===== config.mk =====
export PLATFORM = sky130hd
export DESIGN_NAME = two_class_fifo_oldest_dequeue
export DESIGN_NICKNAME = d
export VERILOG_FILES = /design/src/hw/rtl/tcf_pkg.sv /design/src/hw/rtl/tcf_ram.sv /design/src/hw/rtl/tcf_qptr.sv /design/src/hw/rtl/two_class_fifo_oldest_dequeue.sv
export SDC_FILE = /design/constraint.sdc
export NUM_CORES = 1
export LEC_CHECK = 0
export ABC_AREA = 1
export BUFFER_PORTS_ARGS = -buffer_cell sky130_fd_sc_hd__buf_4
export CORE_MARGIN = 2
export CORE_UTILIZATION = 35
export DETAILED_ROUTE_END_ITERATION = 8
export GPL_TIMING_DRIVEN = 1
export PLACE_DENSITY = 0.57
export SETUP_SLACK_MARGIN = 0.1
export SYNTH_ARGS = -nofsm -noshare
export SYNTH_HDL_FRONTEND = slang
export SYNTH_SLANG_ARGS = --single-unit

===== constraint.sdc =====
create_clock -name clk -period 3.15 [get_ports clk]
set_input_delay 0.63 -clock clk [delete_from_list [all_inputs] [get_ports clk]]
set_output_delay 0.63 -clock clk [all_outputs]
set_load 0.03 [all_outputs]

===== src/hw/rtl/tcf_pkg.sv =====
package tcf_pkg;

  localparam int QUEUE_DEPTH_DEF = 16;
  localparam int ID_BITS_DEF     = 16;
  localparam int SEQ_BITS        = 16;
  localparam int ID_W            = 16;

  typedef enum logic [1:0] {
    KIND_ENQ  = 2'd0,
    KIND_ANY  = 2'd1,
    KIND_DEQ0 = 2'd2,
    KIND_DEQ1 = 2'd3
  } kind_t;

  typedef enum logic [1:0] {
    STAT_OK    = 2'd0,
    STAT_EMPTY = 2'd1,
    STAT_FULL  = 2'd2
  } status_t;

  typedef enum logic {
    ST_IDLE = 1'b0,
    ST_READ = 1'b1
  } state_t;

  typedef struct packed {
    kind_t           kind;
    logic            item_class;
    logic [ID_W-1:0] item_id;
  } in_t;

  typedef struct packed {
    status_t         status;
    logic [ID_W-1:0] out_id;
    logic            out_class;
  } out_t;

  typedef struct packed {
    logic push;
    logic pop;
  } qcmd_t;

  typedef struct packed {
    logic empty;
    logic full;
  } qstat_t;

endpackage


===== src/hw/rtl/tcf_ram.sv =====
module tcf_ram #(
  parameter int WIDTH = 32,
  parameter int DEPTH = 16
) (
  input  logic                     clk,
  input  logic                     we,
  input  logic [$clog2(DEPTH)-1:0] waddr,
  input  logic [WIDTH-1:0]         wdata,
  input  logic [$clog2(DEPTH)-1:0] raddr,
  output logic [WIDTH-1:0]         rdata
);

  logic [WIDTH-1:0] mem [DEPTH];
  logic [WIDTH-1:0] rdata_r;

  always_ff @(posedge clk) begin
    if (we) begin
      mem[waddr] <= wdata;
    end
    rdata_r <= mem[raddr];
  end

  assign rdata = rdata_r;

endmodule


===== src/hw/rtl/tcf_qptr.sv =====
module tcf_qptr #(
  parameter int DEPTH = 16
) (
  input  logic                     clk,
  input  logic                     rst_n,
  input  tcf_pkg::qcmd_t           cmd,
  output logic [$clog2(DEPTH)-1:0] head,
  output logic [$clog2(DEPTH)-1:0] tail,
  output tcf_pkg::qstat_t          stat
);
  import tcf_pkg::*;

  localparam int PW = $clog2(DEPTH);
  localparam int CW = $clog2(DEPTH + 1);
  localparam logic [PW-1:0] LAST = PW'(DEPTH - 1);

  logic [PW-1:0] head_r, head_nxt;
  logic [PW-1:0] tail_r, tail_nxt;
  logic [CW-1:0] count_r, count_nxt;

  always_comb begin
    head_nxt  = head_r;
    tail_nxt  = tail_r;
    count_nxt = count_r;
    if (cmd.push) begin
      tail_nxt  = (tail_r == LAST) ? '0 : tail_r + 1'b1;
      count_nxt = count_r + 1'b1;
    end else if (cmd.pop) begin
      head_nxt  = (head_r == LAST) ? '0 : head_r + 1'b1;
      count_nxt = count_r - 1'b1;
    end
  end

  always_ff @(posedge clk) begin
    if (!rst_n) begin
      head_r  <= '0;
      tail_r  <= '0;
      count_r <= '0;
    end else begin
      head_r  <= head_nxt;
      tail_r  <= tail_nxt;
      count_r <= count_nxt;
    end
  end

  assign head       = head_r;
  assign tail       = tail_r;
  assign stat.empty = (count_r == '0);
  assign stat.full  = (count_r == CW'(DEPTH));

endmodule


===== src/hw/rtl/two_class_fifo_oldest_dequeue.sv =====
// Two-class FIFO with oldest-first dequeue.
//
// Requests arrive on in_valid/in_ready/in_data. An enqueue stores the id in the
// queue of its class, stamped with a 16-bit arrival number. A class dequeue
// pops the head of that queue; a dequeue-any pops the older of the two heads,
// or the only non-empty one. Each request gives exactly one result on
// out_valid/out_ready/out_data, with a status of ok, empty or full.
//
// An enqueue, or a dequeue that finds its queue(s) empty, has its result
// registered in the cycle after acceptance. A dequeue that pops passes ST_READ
// first, as the queue entries live in synchronous RAMs with a registered read.
// Throughput is one enqueue per cycle while the receiver keeps up; a popping
// dequeue holds off new requests until its result is registered.
//
// A new request is taken while the result register is empty or being drained
// in the same cycle; when the receiver stalls, the result waits in the output
// register and in_ready drops until it is taken. Synchronous reset empties both
// queues and clears the arrival counter; no clearing pass is needed.
module two_class_fifo_oldest_dequeue #(
  parameter int QUEUE_DEPTH = tcf_pkg::QUEUE_DEPTH_DEF,
  parameter int ID_BITS     = tcf_pkg::ID_BITS_DEF
) (
  input  logic          clk,
  input  logic          rst_n,
  input  logic          in_valid,
  output logic          in_ready,
  input  tcf_pkg::in_t  in_data,
  output logic          out_valid,
  input  logic          out_ready,
  output tcf_pkg::out_t out_data
);
  import tcf_pkg::*;

  localparam int PW = $clog2(QUEUE_DEPTH);
  localparam int EW = SEQ_BITS + ID_BITS;

  state_t state_r, state_nxt;
  kind_t  req_kind_r;
  logic   out_valid_r, out_valid_nxt;
  out_t   out_r, out_nxt;
  logic [SEQ_BITS-1:0] seq_r, seq_nxt;

  qcmd_t  cmd0, cmd1;
  qstat_t stat0, stat1;
  logic [PW-1:0] head0, tail0, head1, tail1;
  logic [EW-1:0] rd0, rd1, wdata;

  logic in_acc;
  logic is_enq, tgt_empty, tgt_full;
  logic sel1;
  logic [SEQ_BITS-1:0] diff;
  logic [ID_BITS+ID_W-1:0] id_in_ext;
  logic [ID_BITS-1:0]      id_in;
  logic [ID_BITS-1:0]      pop_id;
  logic [ID_W+ID_BITS-1:0] pop_id_ext;

  tcf_qptr #(.DEPTH(QUEUE_DEPTH)) u_qptr0 (
    .clk(clk), .rst_n(rst_n), .cmd(cmd0), .head(head0), .tail(tail0), .stat(stat0)
  );

  tcf_qptr #(.DEPTH(QUEUE_DEPTH)) u_qptr1 (
    .clk(clk), .rst_n(rst_n), .cmd(cmd1), .head(head1), .tail(tail1), .stat(stat1)
  );

  tcf_ram #(.WIDTH(EW), .DEPTH(QUEUE_DEPTH)) u_ram0 (
    .clk(clk), .we(cmd0.push), .waddr(tail0), .wdata(wdata), .raddr(head0), .rdata(rd0)
  );

  tcf_ram #(.WIDTH(EW), .DEPTH(QUEUE_DEPTH)) u_ram1 (
    .clk(clk), .we(cmd1.push), .waddr(tail1), .wdata(wdata), .raddr(head1), .rdata(rd1)
  );

  assign in_ready = (state_r == ST_IDLE) && (!out_valid_r || out_ready);
  assign in_acc   = in_valid && in_ready;

  assign id_in_ext = {ID_BITS'(0), in_data.item_id};
  assign id_in     = id_in_ext[ID_BITS-1:0];
  assign wdata     = {seq_r, id_in};

  assign is_enq = (in_data.kind == KIND_ENQ);
  assign tgt_full = in_data.item_class ? stat1.full : stat0.full;

  always_comb begin
    unique case (in_data.kind)
      KIND_ENQ:  tgt_empty = 1'b0;
      KIND_ANY:  tgt_empty = stat0.empty && stat1.empty;
      KIND_DEQ0: tgt_empty = stat0.empty;
      KIND_DEQ1: tgt_empty = stat1.empty;
      default:   tgt_empty = 1'b1;
    endcase
  end

  // Heads are read every cycle; the data seen in ST_READ belongs to the heads
  // that were current when the request was accepted, since nothing moves them
  // in between. A head's sequence number is older when s0 - s1 is negative.
  assign diff = rd0[EW-1:ID_BITS] - rd1[EW-1:ID_BITS];

  always_comb begin
    unique case (req_kind_r)
      KIND_DEQ0: sel1 = 1'b0;
      KIND_DEQ1: sel1 = 1'b1;
      KIND_ANY: begin
        if (stat0.empty) begin
          sel1 = 1'b1;
        end else if (stat1.empty) begin
          sel1 = 1'b0;
        end else begin
          sel1 = !diff[SEQ_BITS-1];
        end
      end
      default:   sel1 = 1'b0;
    endcase
  end

  assign pop_id     = sel1 ? rd1[ID_BITS-1:0] : rd0[ID_BITS-1:0];
  assign pop_id_ext = {ID_W'(0), pop_id};

  // Next state.
  always_comb begin
    state_nxt = state_r;
    unique case (state_r)
      ST_IDLE: if (in_acc && !is_enq && !tgt_empty) state_nxt = ST_READ;
      ST_READ: state_nxt = ST_IDLE;
      default: state_nxt = ST_IDLE;
    endcase
  end

  // Outputs, queue commands and the arrival counter.
  always_comb begin
    out_valid_nxt = out_valid_r && !out_ready;
    out_nxt       = out_r;
    cmd0          = '0;
    cmd1          = '0;
    seq_nxt       = seq_r;
    unique case (state_r)
      ST_IDLE: begin
        if (in_acc) begin
          if (is_enq) begin
            out_valid_nxt       = 1'b1;
            out_nxt.out_id      = '0;
            out_nxt.out_class   = 1'b0;
            if (tgt_full) begin
              out_nxt.status = STAT_FULL;
            end else begin
              out_nxt.status = STAT_OK;
              cmd0.push      = !in_data.item_class;
              cmd1.push      = in_data.item_class;
              seq_nxt        = seq_r + 1'b1;
            end
          end else if (tgt_empty) begin
            out_valid_nxt     = 1'b1;
            out_nxt.status    = STAT_EMPTY;
            out_nxt.out_id    = '0;
            out_nxt.out_class = 1'b0;
          end
        end
      end
      ST_READ: begin
        out_valid_nxt     = 1'b1;
        out_nxt.status    = STAT_OK;
        out_nxt.out_id    = pop_id_ext[ID_W-1:0];
        out_nxt.out_class = sel1;
        cmd0.pop          = !sel1;
        cmd1.pop          = sel1;
      end
      default: ;
    endcase
  end

  always_ff @(posedge clk) begin
    if (!rst_n) begin
      state_r     <= ST_IDLE;
      out_valid_r <= 1'b0;
      seq_r       <= '0;
    end else begin
      state_r     <= state_nxt;
      out_valid_r <= out_valid_nxt;
      seq_r       <= seq_nxt;
    end
  end

  always_ff @(posedge clk) begin
    out_r <= out_nxt;
    if (in_acc) begin
      req_kind_r <= in_data.kind;
    end
  end

  assign out_valid = out_valid_r;
  assign out_data  = out_r;

  a_read_needs_free_out: assert property (@(posedge clk) disable iff (!rst_n)
    state_r == ST_READ |-> !out_valid_r)
    else $error("read cycle entered with an undelivered result");

  a_read_gives_result: assert property (@(posedge clk) disable iff (!rst_n)
    state_r == ST_READ |=> out_valid_r && state_r == ST_IDLE)
    else $error("pop did not produce a result");

  a_enq_result: assert property (@(posedge clk) disable iff (!rst_n)
    in_acc && is_enq |=> out_valid_r && out_r.out_id == '0)
    else $error("enqueue result missing or malformed");

  a_pop_nonempty: assert property (@(posedge clk) disable iff (!rst_n)
    state_r == ST_READ |-> !(sel1 ? stat1.empty : stat0.empty))
    else $error("pop from an empty queue");

endmodule

== After elaboration in Yosys (flattened, before gate mapping) ==
Memory sizes are Yosys's and may differ from the RTL's. A register that Yosys moved wholly into a read port is not among the register bits.
Index checks and enable logic that the tools add are counted.

* Bits in writable memories: 1024
* Bits of input ports: 23
* Output and inout port bits: 21
* Register bits: 65
* Logic and storage cells: 104
* Memories kept: 2

{| class="wikitable"
|+ Memories
! name !! words !! bits a word !! read ports !! clocked after Yosys merged registers in !! write ports !! RTL line !! RTL
|-
| u_ram0.mem || 16 || 32 || 1 || 1 || 1 || tcf_ram.sv:13 || <nowiki>logic [WIDTH-1:0] mem [DEPTH];</nowiki>
|-
| u_ram1.mem || 16 || 32 || 1 || 1 || 1 || tcf_ram.sv:13 ||
|}

* Equality and inequality tests: 13
* Add/sub/neg operators: 10
* Muxes and demuxes: 39
* Reduce and logical (&&, ||, !) cells: 23
* Bitwise gates (word level): 4

{| class="wikitable"
|+ Operator list
! operator !! number
|-
| 19-bit two-way mux || 3
|-
| 19-bit case mux with 2 select lines || 1
|-
| 1-bit two-way mux || 21
|-
| 5-bit two-way mux || 4
|-
| 16-bit by 1-bit adder with 16-bit output (second input constant) || 1
|-
| 4-bit by 1-bit adder with 4-bit output (second input constant) || 4
|-
| 4-bit equality test (second input constant) || 4
|-
| 16-bit two-way mux || 1
|-
| 4-bit two-way mux || 4
|-
| 16-bit subtractor || 1
|-
| 5-bit by 1-bit adder with 5-bit output (second input constant) || 2
|-
| 5-bit equality test (second input constant) || 2
|-
| 5-bit zero test || 2
|-
| 5-bit by 1-bit subtractor with 5-bit output (second input constant) || 2
|-
| 1-bit zero test || 7
|-
| 2-bit equality test (second input constant) || 3
|-
| 1-bit logical AND || 6
|-
| 1-bit case mux with 2 select lines || 3
|-
| 2-bit AND reduction || 3
|-
| 2-bit by 1-bit equality test with 1-bit output (second input constant) || 2
|-
| 1-bit inverter || 4
|-
| 1-bit case mux with 4 select lines || 1
|-
| 4-bit AND reduction || 1
|-
| 2-bit nonzero test || 2
|-
| other kinds (5) || 5
|}

== Depth between registers and ports, before layout ==
Gate-level depths: netlist of the first run.

* Depth in word-level cells: 9
* Depth in mapped cells: 19
* Depth with buffers taken out: 19

== Hierarchy ==
From an unflattened synthesis of the first run, not the netlist that was laid out.

* Cell total of the unflattened synthesis: 4749
* Area, all modules: 49353.6 µm²

{| class="wikitable"
|+ Modules (own cells, without submodules)
! module !! cells an instance !! sequential area each (µm²) !! times used !! area an instance (µm²)
|-
| tcf_ram || 2120 || 16015.4 || 2 || 22730.6
|-
| two_class_fifo_oldest_dequeue || 299 || 991.0 || 1 || 2356.0
|-
| tcf_qptr || 105 || 260.2 || 2 || 768.2
|}

== Worst setup path after synthesis of the first run ==
OpenSTA, ideal clock, no wires.

* Path kind: input-to-reg
* From: input port in_data[18] in the netlist's numbering
* To: memory u_ram0.mem[11][0] (enable)
* Data arrival time: 2.996 ns
* Path buffers: 0
* Data required time: 2.729 ns
* Setup slack: -0.267 ns
* Stages on the path: 7
* Setup time: 0.421 ns
* Cell sequence: nor2_2 -> inv_1 -> nor3_4 -> inv_2 -> nor2_1 -> nand2_1 -> nor2_1

* Cells in the longest elaborated chain, start to end: 6

{| class="wikitable"
|+ Ends and longest elaborated chain
! what !! RTL line !! RTL
|-
| start: declaration || two_class_fifo_oldest_dequeue.sv:27 || <nowiki>input tcf_pkg::in_t in_data,</nowiki>
|-
| 2-bit zero test || two_class_fifo_oldest_dequeue.sv:80 || <nowiki>assign is_enq = (in_data.kind == KIND_ENQ);</nowiki>
|-
| 1-bit two-way mux || two_class_fifo_oldest_dequeue.sv:138 || <nowiki>if (is_enq) begin</nowiki>
|-
| 1-bit two-way mux || two_class_fifo_oldest_dequeue.sv:137 || <nowiki>if (in_acc) begin</nowiki>
|-
| 1-bit two-way mux || two_class_fifo_oldest_dequeue.sv:135 || <nowiki>unique case (state_r)</nowiki>
|-
| net u_ram0.we || tcf_ram.sv:6 || <nowiki>input logic we,</nowiki>
|-
| 1-bit two-way mux || tcf_ram.sv:17 || <nowiki>if (we) begin</nowiki>
|-
| 1-bit two-way mux (not written as such) || tcf_ram.sv:18 || <nowiki>mem[waddr] <= wdata;</nowiki>
|-
| end: declaration || tcf_ram.sv:13 ||
|}

The timed path passes the listed nets, and every way through them passes these cells.

== Final worst setup path of the first run ==
* From: register u_ram1.rdata_r[18] (netlist: u_ram1.rdata[18]), read port of u_ram1.mem
* To: register out_r (netlist bit out_data[5]) (data pin)

* Cells in the longest elaborated chain, start to end: 7

{| class="wikitable"
|+ Ends and longest elaborated chain
! what !! RTL line !! RTL
|-
| start: declaration || tcf_ram.sv:14 || <nowiki>logic [WIDTH-1:0] rdata_r;</nowiki>
|-
| 16-bit subtractor || two_class_fifo_oldest_dequeue.sv:96 || <nowiki>assign diff = rd0[EW-1:ID_BITS] - rd1[EW-1:ID_BITS];</nowiki>
|-
| 1-bit zero test || two_class_fifo_oldest_dequeue.sv:108 || <nowiki>sel1 = !diff[SEQ_BITS-1];</nowiki>
|-
| 1-bit two-way mux || two_class_fifo_oldest_dequeue.sv:105 || <nowiki>end else if (stat1.empty) begin</nowiki>
|-
| 1-bit two-way mux || two_class_fifo_oldest_dequeue.sv:103 || <nowiki>if (stat0.empty) begin</nowiki>
|-
| 1-bit case mux with 2 select lines || two_class_fifo_oldest_dequeue.sv:99 || <nowiki>unique case (req_kind_r)</nowiki>
|-
| 16-bit two-way mux || two_class_fifo_oldest_dequeue.sv:115 || <nowiki>assign pop_id = sel1 ? rd1[ID_BITS-1:0] : rd0[ID_BITS-1:0];</nowiki>
|-
| 19-bit case mux with 2 select lines || two_class_fifo_oldest_dequeue.sv:135 ||
|-
| end signal: assignment || two_class_fifo_oldest_dequeue.sv:183 || <nowiki>out_r <= out_nxt;</nowiki>
|-
| end: declaration || two_class_fifo_oldest_dequeue.sv:40 || <nowiki>out_t out_r, out_nxt;</nowiki>
|}

No other way between the ends.
A chain may end at the register's enable or synchronous reset.

==> results of run 1 <==
-- worst max-delay path, stage by stage, from the launching register on --
cell and delay [ns]:
dfxtp_1 0.31, inv_1 0.04, ha_1 0.28, a21oi_1 0.17, nand2_1 0.10, nand2_1 0.06
nand2_1 0.07, nand2_1 0.08, nand2_1 0.05, nand2_1 0.06, nand3_1 0.09, nand2_1 0.11
nand2_1 0.10, nand2_2 0.21, inv_2 0.22, nand2_1 0.13, nand2_1 0.06
-- cell usage in the layout (no fill, tap or decap), types with 6 or more instances in the layout --
master	netlist	routed
xor2_1	15	15
nand3_1	124	124
o21ai_1	11	11
dfxtp_1	108	102
buf_4	3	101
a21oi_1	36	36
clkbuf_1	162	22
clkinv_1	3	28
o22ai_1	79	79
nand2_1	272	272
buf_12	0	39
clkbuf_16	0	116
nor3_1	6	6
edfxtp_1	1045	1045
o32ai_1	74	74
nor2_1	603	569
clkinv_2	2	32
ha_1	31	31
nor2_4	2	36
o21ai_0	389	389
inv_1	76	74
mux2i_1	54	54
inv_6	0	6
nand4_1	8	8
o211ai_1	25	25
bufinv_16	0	8
o221ai_1	103	103
-- kinds of logic (layout without fill, tap and decap cells) --
logic type                 after synthesis  after routing  share of synthesized area
DFF                                   1153           1153                     0.7543
and+or+nand+nor                       1033           1033                    0.09420
AOI/OAI and AO/OA                      728            728                     0.1014
buffers and inverters                  288            441                    0.02535
muxes                                   54             54                    0.01216
adders and majority gates               33             33                   0.009623
xor gates and xnor gates                15             15                   0.002955
other                                    0              1                          0
-- per-stage QoR --
step	hold WS [ns]	setup TNS (ns)	instance area [sq um]	setup WS, ns	std cells
CTS	0.1022	0	51190	0.7165	5107
finish	0.1494	0	51200	0.7585	5108
global placement	0.4766	0	47550	0.2480	4891
global route	0.1283	0	51190	0.4571	5107
detailed placement	0.4835	0	47550	0.2094	4891
floorplan	0.4627	-33.65	44540	-0.2669	3304
-- cell type report --
type	count	area, sq um	share of cell area
Antenna cell	1	2.502	0.00004888
Clock buffer	142	3040	0.05939
Clock inverter	74	603.1	0.01178
Inverter	85	332.8	0.006501
Multi-Input combinational cell	1863	10050	0.1964
Sequential cell	1153	33560	0.6555
Tap cell	1650	2064	0.04033
Timing Repair Buffer	140	1539	0.03006
-- registers in the layout (all words and copies together), names as in the netlist --
signal           flops
u_ram0.mem         512
u_ram1.mem         512
u_ram0.rdata        32
u_ram1.rdata        32
out_data            19
seq_r               16
u_qptr0.count_r      5
u_qptr1.count_r      5
u_qptr0.head         4
u_qptr0.tail         4
u_qptr1.head         4
u_qptr1.tail         4
req_kind_r           2
out_valid            1
state_r              1
-- metal layers --
layer	vias up	GRT usage	wire length, um
met5	-	0	0
met4	0	0.04611	2303
met3	129	0.02016	5463
met2	725	0.2720	52690
met1	13340	0.2256	48200
li1	12390	-	-
-- worst min-delay path by stage --
| stage | from | endpoint | cells after the start |
|---|---|---|---|
| 2_1_floorplan | u_qptr0.head[3]$_SDFFE_PN0P_ | u_qptr0.head[3]$_SDFFE_PN0P_ | 2 |
| 4_1_cts | in_data[18] | req_kind_r[1]$_DFFE_PP_ | 1 |
| 6_report | in_data[18] | req_kind_r[1]$_DFFE_PP_ | 1 |
| 5_1_grt | in_data[18] | req_kind_r[1]$_DFFE_PP_ | 1 |
| 3_5_place_dp | u_ram0.rdata[8]$_DFF_P_ | out_data[9]$_SDFFCE_PN0P_ | 2 |
| 3_3_place_gp | u_qptr1.tail[2]$_SDFFE_PN0P_ | u_qptr1.tail[2]$_SDFFE_PN0P_ | 2 |
-- power by group through the flow --
stage	Sequential (mW)	Combinational, mW	Clock [mW]
2_1_floorplan	17.3	1.08	0
3_3_place_gp	17.2	1.91	0
3_5_place_dp	17.2	1.93	0
4_1_cts	16.9	1.94	13.5
5_1_grt	16.9	2.10	14.1
6_report	16.9	1.90	13.2
==> qor.yml, run 1 <==
run_status:
  status: "finished clean"
cts:
  clock_path_buffers: 3
  clkTransAtPathRegs_ns: 0.06
  cts_sinks: 1153
  cts_resized: 0
  cts_tree: "built"
  postCtsHoldBufs: 0
  root_buffer: "clkbuf_16"
  clkLatencyLatePin_ns: 0.70
  post_cts_buffers: 0
  htree_levels: 3
  numCtsBuffers: 114
power_and_ir_drop:
  combPwrFrac: 0.059
  pwr-share-clk: 0.413
  seq_power_share: 0.528
  switching_share: 0.2245
  p_leak_nw: 16.77
  p_sw_mw: 7.197
  power.density_mw_per_mm2: 626.2
  internal_power_mw: 24.86
  finalPower_mw: 32.06
  vdd_ir_drop_max_mv: 0.4949
synth:
  synth_commonest_cells: "1045 x edfxtp_1, 603 x nor2_1, 389 x o21ai_0"
  synth_edf_count: 1045
  synth.yosys.warnings: 0
  ys_seq_area_frac: 0.7543
  synth.most_common_cell: "edfxtp_1"
  yosysTopAreaCell: "edfxtp_1"
  synth_cells: 3304
  synth_area_leaders: "edfxtp_1 71%, nor2_1 5.1%, dfxtp_1 4.9%, o21ai_0 4.4%, nand2_1 2.3%"
  ys_types: 46
  synth_flop_cell: "edfxtp_1"
  postSynthAreaPerCell_sq_um: 13.46
  synth_seq_cells: 1153
  synth_nets: 3360
  async_flop_share: 0
  synth.top_cell.area_share: 0.7057
  netlist_area_sq_mm: 0.04447
global_routing:
  grt_usage: 0.1635
  grt_max_degree: 130
  grt_pass1_wl_mm: 162.8
  antenna_found_initial: 0
  grt_pass1_vias: 25470
  grt-ovfl-total: 0
detailed_routing:
  dr.pass1.iters: 5
  vias_per_cell: 5.204
  wirelength_mm: 108.7
  vias: 26580
  wire_per_inst_um: 21.27
  drtIter0Drc: 2280
  ant_nets: 0
  drc: 0
die:
  dieArea_sq_mm: 0.1299
  coreArea_sq_mm: 0.1259
  rows: 130
  die_w_um: 360.4
  ios: 44
  start_util: 0.3532
  die_h_um: 360.4
timing:
  fin_skew_ns: 0.02517
  finalHoldViolCount: 0
  fin_crit_ns: 2.392
  rsz0062_at_grt: "false"
  setup_viol_count_final: 0
  fin_crit_sh: 0.7592
  fmax_ghz: 0.4181
  drv_slew: 0
  relSlewSlack: 0.3212
  worst_pin_slew_ns: 1.016
critical_path:
  crit-reg2reg-capture: "out_data[5]$_SDFFCE_PN0P_"
  crit_fanout: 18
  cp-end-kind: "register"
  crit_path_start_kind: "register"
  worstReg2RegStart: "u_ram1.rdata[18]$_DFF_P_"
  critPathLaunch: "u_ram1.rdata[18]$_DFF_P_"
  r2r_slack_ns: 0.76
  path_class: "reg -> reg"
  cp.arrival_ns: 2.84
  critPathRequiredTime_ns: 3.60
  crit_end: "out_data[5]$_SDFFCE_PN0P_"
  reg2regPathDepth: 16
finish:
  area_growth_pct: 15.13
  drive_gt1_frac: 0.1091
  fin_nets: 3413
  fin_util: 0.4066
  fillCellCount: 11640
placed_design:
  hpwl_mm: 60.50
  io_buffers: 43
  gp_congestion: 0.7538
worst_hold_path:
  hp-class: "in -> reg"
job:
  maxCapViolCount: 0
Note: power is estimated with default switching activity, not from simulation.
==> run 2: changes to the inputs <==
- ABC_AREA: 1 -> 0
- clock period: 3.15 -> 2 ns (I/O delays scaled with it)
==> qor.yml, run 2 <==
run_status:
  status: "complete, but fails checks"
  failed_checks: "negative setup slack"
cts:
  root_buffer: "clkbuf_16"
  clkLatencyLatePin_ns: 0.71  # about the same
  cts_sinks: 1153  # unchanged
  clock_path_buffers: 3  # unchanged
  clkTransAtPathRegs_ns: 0.06  # about the same
  cts_tree: "built"
  numCtsBuffers: 115  # +0.88%
  htree_levels: 3  # unchanged
synth:
  yosysTopAreaCell: "edfxtp_1"
  synth_nets: 2011  # -40%
  synthSimpleGateAreaFrac: 0.02239  # -0.07181
  synth_area_leaders: "edfxtp_1 72%, mux4_2 17%, dfxtp_1 5.0%, ha_1 0.89%, nor2_1 0.43%"
  synth_compound_area_frac: 0.01362  # -0.08779
  synth_mux_area_frac: 0.1686  # +0.1564
  synth_commonest_cells: "1045 x edfxtp_1, 320 x mux4_2, 108 x dfxtp_1"
  synth_cells: 1955  # -41%
  synth_top_family_by_area: "multiplexers"
  synth-xor-area-share: 0.004817  # +0.001863
  synth.yosys.warnings: 0  # unchanged
  synth_flop_cell: "edfxtp_1"
  ys_seq_area_frac: 0.7687  # +0.01438
  synth_edf_count: 1045  # unchanged
  synth_seq_cells: 1153  # unchanged
  netlist_area_sq_mm: 0.04364  # -1.9%
  async_flop_share: 0  # unchanged
  synth.top_cell.area_share: 0.7191  # +0.01346
  postSynthAreaPerCell_sq_um: 22.32  # +66%
  synth_fa_ha_area_frac: 0.009806  # +0.0001835
  ys_types: 62  # +35%
  synth.most_common_cell: "edfxtp_1"
timing:
  fin_crit_ns: 2.356  # -0.03553 ns
  relSlewSlack: 0.5836  # +0.2624
  setup_slack_ns: -0.3560  # -1.114 ns
  fin_skew_ns: 0.03075  # +0.005575 ns
  fmax_ghz: 0.4244  # +1.5%
  fin_crit_sh: 1.178  # +0.4188
  setup_viol_count_final: 1073  # +1073
  drv_slew: 0  # unchanged
  rsz0062_at_grt: "true"
  tns_ns: -200.82  # -200.82 ns
  worst_pin_slew_ns: 0.6245  # -0.3912 ns
  finalHoldViolCount: 0  # unchanged
detailed_routing:
  ant_nets: 0  # unchanged
  met2_length_mm: 52.91  # +0.43%
  wire_per_inst_um: 27.12  # +27%
  drtIter0Drc: 2295  # +0.66%
  vias_per_cell: 5.260  # +1.1%
  vias: 21390  # -20%
  routed.top_layer: "met4"
  drc: 0  # unchanged
  dr.pass1.iters: 7  # +2
  wl_met3_mm: 7.234  # +32%
  wirelength_mm: 110.3  # +1.5%
  wl_met1_mm: 47.99  # -0.42%
critical_path:
  critPathRequiredTime_ns: 2.41  # -1.19 ns
  cp.arrival_ns: 2.76  # -0.08 ns
  crit_chain: "nor4_4, a32o_2, nor3_4, buf_6, buf_12, buf_12, nand2_8, buf_12, nor2_4, buf_12, clkbuf_16"
  path_class: "reg -> reg"
  critical_path.top_delay_family: "buffers and inverters"
  crit_fanout: 6  # -12
  crit_path_start_kind: "register"
  crit_path_max_incr_delay_ns: 0.36  # +0.05 ns
  critPathBufInv: 6  # +4
  cp-end-kind: "register"
  cp_common_cell: "buf_12"
  critPathSlowestCell: "dfxtp_2"
power_and_ir_drop:
  p_leak_nw: 17.87  # +6.6%
  seq_power_share: 0.524  # -0.004
  pwr-share-clk: 0.424  # +0.011
  finalPower_mw: 50.66  # +58%
  power.density_mw_per_mm2: 922.9  # +47%
  switching_share: 0.2104  # -0.01410
  combPwrFrac: 0.052  # -0.007
  internal_power_mw: 40.00  # +61%
  vdd_ir_drop_max_mv: 0.7219  # +46%
  p_sw_mw: 10.66  # +48%
die:
  die_h_um: 357.1  # -0.93%
  ios: 44  # unchanged
  die_w_um: 357.1  # -0.93%
  start_util: 0.3529  # about the same
  rows: 129  # -0.77%
  coreArea_sq_mm: 0.1236  # -1.8%
  dieArea_sq_mm: 0.1275  # -1.9%
job:
  maxCapViolCount: 0  # unchanged
placed_design:
  gp_congestion: 0.7761  # +3.0%
  pre_cts_ws_ns: -0.5397  # -0.7490 ns
  io_buffers: 43  # unchanged
  hpwl_mm: 62.40  # +3.1%
finish:
  fin_util: 0.4440  # +0.03732
  drive_gt1_frac: 0.4033  # +0.2942
  final_common_cell: "edfxtp_1"
  fin_nets: 2391  # -30%
  antenna_cells: 0  # -1
  area_growth_pct: 25.79
  reg_top3: "u_ram0.mem x512, u_ram1.mem x512"
  layout_common_cells: "1045 x edfxtp_1, 320 x mux4_2, 163 x buf_4, 128 x clkbuf_16, 107 x buf_12"
global_routing:
  grt-ovfl-total: 0  # unchanged
  grt_pass1_vias: 22140  # -13%
  grt_usage: 0.1701  # +0.006636
  grt_max_degree: 41  # -68%
  antenna_found_initial: 4  # +4
  grt_pass1_wl_mm: 156.7  # -3.7%
worst_hold_path:
  hp-class: "in -> reg"
==> run 2: repair_timing <==
action                                  4_1_cts  5_1_grt
endpoints found under the setup margin     1143     1157
pin swaps                                    34       44
endpoints found under the hold margin         1        0
cloned                                       28       14
setup buffers                                46       25
gates resized for setup                     139       94
hold buffers                                  1        0
==> run 2: power by group through the flow <==
stage	combinational (mW)	sequential (mW)	clock, mW
final	2.62	26.6	21.5
after global routing	2.81	26.6	22.9
after detailed placement	2.37	27.0	0
after floorplan	1.17	27.1	0
after CTS	2.52	26.5	21.9
after global placement	2.30	27.0	0
==> run 2: worst register-to-register path, delay by kind of cell, from the launching register on <==
kind                   cells  cell delay [ns]
buffers and inverters      6             0.92
AND/OR/NAND/NOR            4             0.49
flip-flops                 1             0.36
AO/OA/AOI/OAI              1             0.31
==> run 2: path summary, 6_finish.rpt <==
| kind | startpoint | end | slack (ns) | cells past startpoint |
|---|---|---|---|---|
| max reg2reg | u_qptr1.count_r[3]$_SDFFE_PN0P_ | u_ram0.mem[8][0]$_DFFE_PP_ | -0.36 | 11 |
| min reg2reg | u_qptr0.tail[0]$_SDFFE_PN0P_ | u_qptr0.tail[0]$_SDFFE_PN0P_ | 0.54 | 2 |
| min | in_data[17] | req_kind_r[0]$_DFFE_PP_ | 0.09 | 2 |
| max | u_qptr1.count_r[3]$_SDFFE_PN0P_ | u_ram0.mem[8][0]$_DFFE_PP_ | -0.36 | 11 |
==> run 2: area by class of cell <==
type	count	area, sq um
repair buffers	356	4975
fillers	10370	68750
inverters	29	115.1
flip-flops and latches	1153	33580
clock inverters	50	646.9
multi-input cells	680	10400
clock buffers	162	3124
well taps	1637	2048
==> run 2: cell families (layout without fill, tap and decap cells) <==
family / after synthesis / count (layout)
AO/OA/AOI/OAI: 92 / 92
XOR/XNOR: 24 / 24
adder cells (fa/ha/maj): 33 / 33
buffers and inverters: 124 / 597
flip-flops: 1153 / 1153
multiplexers: 334 / 336
AND/OR/NAND/NOR: 195 / 195
==> run 2: stage by stage <==
| step | cells | hold slack (ns) | instance area, sq um |
|---|---|---|---|
| after global routing | 4067 | 0.06519 | 54890 |
| after global placement | 3755 | 0.5007 | 48690 |
| after CTS | 4039 | 0.04523 | 54190 |
| after detailed placement | 3755 | 0.5176 | 48690 |
| final | 4067 | 0.09079 | 54890 |
| after floorplan | 1955 | 0.4550 | 44100 |
==> run 2: routing by layer <==
layer / vias up / track usage
li1: 8956 / -
met1: 11590 / 0.2446
met2: 707 / 0.2740
met3: 143 / 0.02663
met4: 0 / 0.03891
met5: - / 0
==> run 3: changes to the inputs <==
- CELL_PAD_IN_SITES_DETAIL_PLACEMENT: default -> 0
- CELL_PAD_IN_SITES_GLOBAL_PLACEMENT: default -> 1
- PLACE_DENSITY: 0.57 -> 0.62
==> qor.yml, run 3 (same netlist as run 2, synthesis figures left out) <==
die:
  start_util: 0.3529  # unchanged
  rows: 129  # unchanged
  die_w_um: 357.1  # unchanged
  coreArea_sq_mm: 0.1236  # unchanged
  ios: 44  # unchanged
  dieArea_sq_mm: 0.1275  # unchanged
  die_h_um: 357.1  # unchanged
cts:
  root_buffer: "clkbuf_16"
  clkTransAtPathRegs_ns: 0.06  # about the same
  cts_tree: "built"
  clkLatencyLatePin_ns: 0.68  # -0.03 ns
  cts_sinks: 1153  # unchanged
  htree_levels: 3  # unchanged
  clock_path_buffers: 3  # unchanged
  numCtsBuffers: 112  # -2.6%
detailed_routing:
  drc: 0  # unchanged
  wire_per_inst_um: 28.08  # +3.6%
  ant_nets: 0  # unchanged
  drtIter0Drc: 2668  # +16%
  vias_per_cell: 5.302  # +0.80%
  wirelength_mm: 114.2  # +3.5%
  dr.pass1.iters: 5  # -2
  vias: 21560  # +0.78%
timing:
  setup_slack_ns: -0.3286  # +0.02740 ns
  tns_ns: -224.70  # -23.88 ns
  relSlewSlack: 0.6676  # +0.08398
  finalHoldViolCount: 0  # unchanged
  setup_viol_count_final: 1107  # +3.2%
  fin_hold_ws_ns: 0.06037  # -0.03041 ns
  drv_slew: 0  # unchanged
  fin_crit_sh: 1.164  # -0.01370
  fin_skew_ns: 0.02411  # -0.006644 ns
  fmax_ghz: 0.4294  # +1.2%
  worst_pin_slew_ns: 0.4986  # -0.1260 ns
  rsz0062_at_grt: "true"
  fin_crit_ns: 2.329  # -0.02740 ns
global_routing:
  grt_max_degree: 39  # -4.9%
  antenna_found_initial: 8  # +4
  grt-ovfl-total: 0  # unchanged
  grt_pass1_wl_mm: 158.7  # +1.2%
  grt_usage: 0.1739  # +0.003730
  grt_pass1_vias: 22200  # +0.26%
critical_path:
  crit_path_start_kind: "register"
  critical_path.top_delay_family: "buffers and inverters"
  crit_fanout: 6  # unchanged
  critPathBufInv: 5  # -1
  crit_chain: "nor4_4, a32o_2, nor3_4, buf_12, buf_12, nand2_8, buf_8, nor2_4, buf_12, clkbuf_16"
  path_class: "reg -> reg"
  cp_common_cell: "buf_12"
  critPathRequiredTime_ns: 2.39  # -0.02 ns
  cp.arrival_ns: 2.72  # -0.04 ns
  critPathSlowestCell: "dfxtp_2"
  crit_path_max_incr_delay_ns: 0.35  # about the same
  cp-end-kind: "register"
run_status:
  status: "complete, but fails checks"
  failed_checks: "negative setup slack"
power_and_ir_drop:
  seq_power_share: 0.520  # -0.004
  vdd_ir_drop_max_mv: 0.7766  # +7.6%
  pwr-share-clk: 0.430  # +0.006
  internal_power_mw: 40.37  # +0.93%
  p_leak_nw: 17.91  # +0.19%
  combPwrFrac: 0.049  # -0.003
  power.density_mw_per_mm2: 929.2  # +0.69%
  p_sw_mw: 10.62  # -0.36%
  switching_share: 0.2083  # -0.002133
finish:
  layout_common_cells: "1045 x edfxtp_1, 320 x mux4_2, 162 x buf_4, 129 x clkbuf_16, 117 x buf_12"
  fin_util: 0.4438  # about the same
  area_growth_pct: 25.75  # about the same
  finalNonFillerCells: 4066  # -0.025%
  reg_top3: "u_ram0.mem x512, u_ram1.mem x512"
  final_common_cell: "edfxtp_1"
  fillCellCount: 10420  # +0.48%
  fin_nets: 2385  # -0.25%
  drive_gt1_frac: 0.4046  # +0.001323
placed_design:
  io_buffers: 43  # unchanged
  hpwl_mm: 63.89  # +2.4%
  dp.cells: 3764  # +0.24%
  pre_cts_ws_ns: -0.5303  # +0.009322 ns
  gp_congestion: 0.7667  # -1.2%
worst_hold_path:
  hp-class: "in -> reg"
job:
  maxCapViolCount: 0  # unchanged
-- run 3: cell count changes in the layout (fill, tap and decap cells not counted), moves of 7 or more --
cell      before  now
clkbuf_1      40   25
o21ai_0        6   21
o21ai_1       18    4
nand3_1       19   31
nand3_2       14    3
buf_12       107  117
buf_6         32   23
clkinv_2      14   22
clkbuf_8       7   14
-- run 3: worst paths after layout --
path                                         from                            to  slack [ns]  cells past startpoint
hold reg to reg      u_qptr0.head[2]$_SDFFE_PN0P_  u_qptr0.head[2]$_SDFFE_PN0P_        0.52                      2
hold / removal                        in_data[18]       req_kind_r[1]$_DFFE_PP_        0.06                      2
setup reg to reg  u_qptr1.count_r[1]$_SDFFE_PN0P_    u_ram0.mem[8][2]$_DFFE_PP_       -0.33                     10
setup / recovery  u_qptr1.count_r[1]$_SDFFE_PN0P_    u_ram0.mem[8][2]$_DFFE_PP_       -0.33                     10
-- run 3: area by class of cell --
type / count / area [sq um] / share of cell area
Antenna cell: 2 / 5.005 / 0.00009121
Tap cell: 1637 / 2048 / 0.03733
Clock inverter: 58 / 694.4 / 0.01265
Clock buffer: 154 / 3164 / 0.05766
Sequential cell: 1153 / 33590 / 0.6121
Timing Repair Buffer: 355 / 5016 / 0.09141
Inverter: 29 / 115.1 / 0.002098
Multi-Input combinational cell: 678 / 10240 / 0.1867
-- run 3: per-stage QoR --
stage	instance area (sq um)	power (mW)
6_report	54870	50.99
5_1_grt	54870	52.52
4_1_cts	54060	51.36
3_5_place_dp	48750	29.42
3_3_place_gp	48750	29.37
2_1_floorplan	44100	28.28
-- run 3: repair_timing --
item | in CTS | in global routing
hold buffers | 0 | 0
endpoints found under the setup margin | 1161 | 1162
gates resized for setup | 115 | 94
pin swaps | 27 | 32
buffers inserted | 44 | 11
gates cloned | 21 | 20
-- run 3: power groups by stage --
stage	registers, mW	clock network (mW)	logic (mW)
3_3_place_gp	27.0	0	2.35
2_1_floorplan	27.1	0	1.17
6_report	26.5	22.0	2.51
4_1_cts	26.5	22.4	2.47
3_5_place_dp	27.0	0	2.41
5_1_grt	26.5	23.3	2.72
-- run 3: layer usage --
metal / vias to the layer above / wire [um] / track usage
met3: 161 / 8656 / 0.02827
met2: 741 / 53230 / 0.2716
met1: 11730 / 49930 / 0.2561
met5: - / 27 / 0
li1: 8917 / - / -
met4: 4 / 2347 / 0.04134
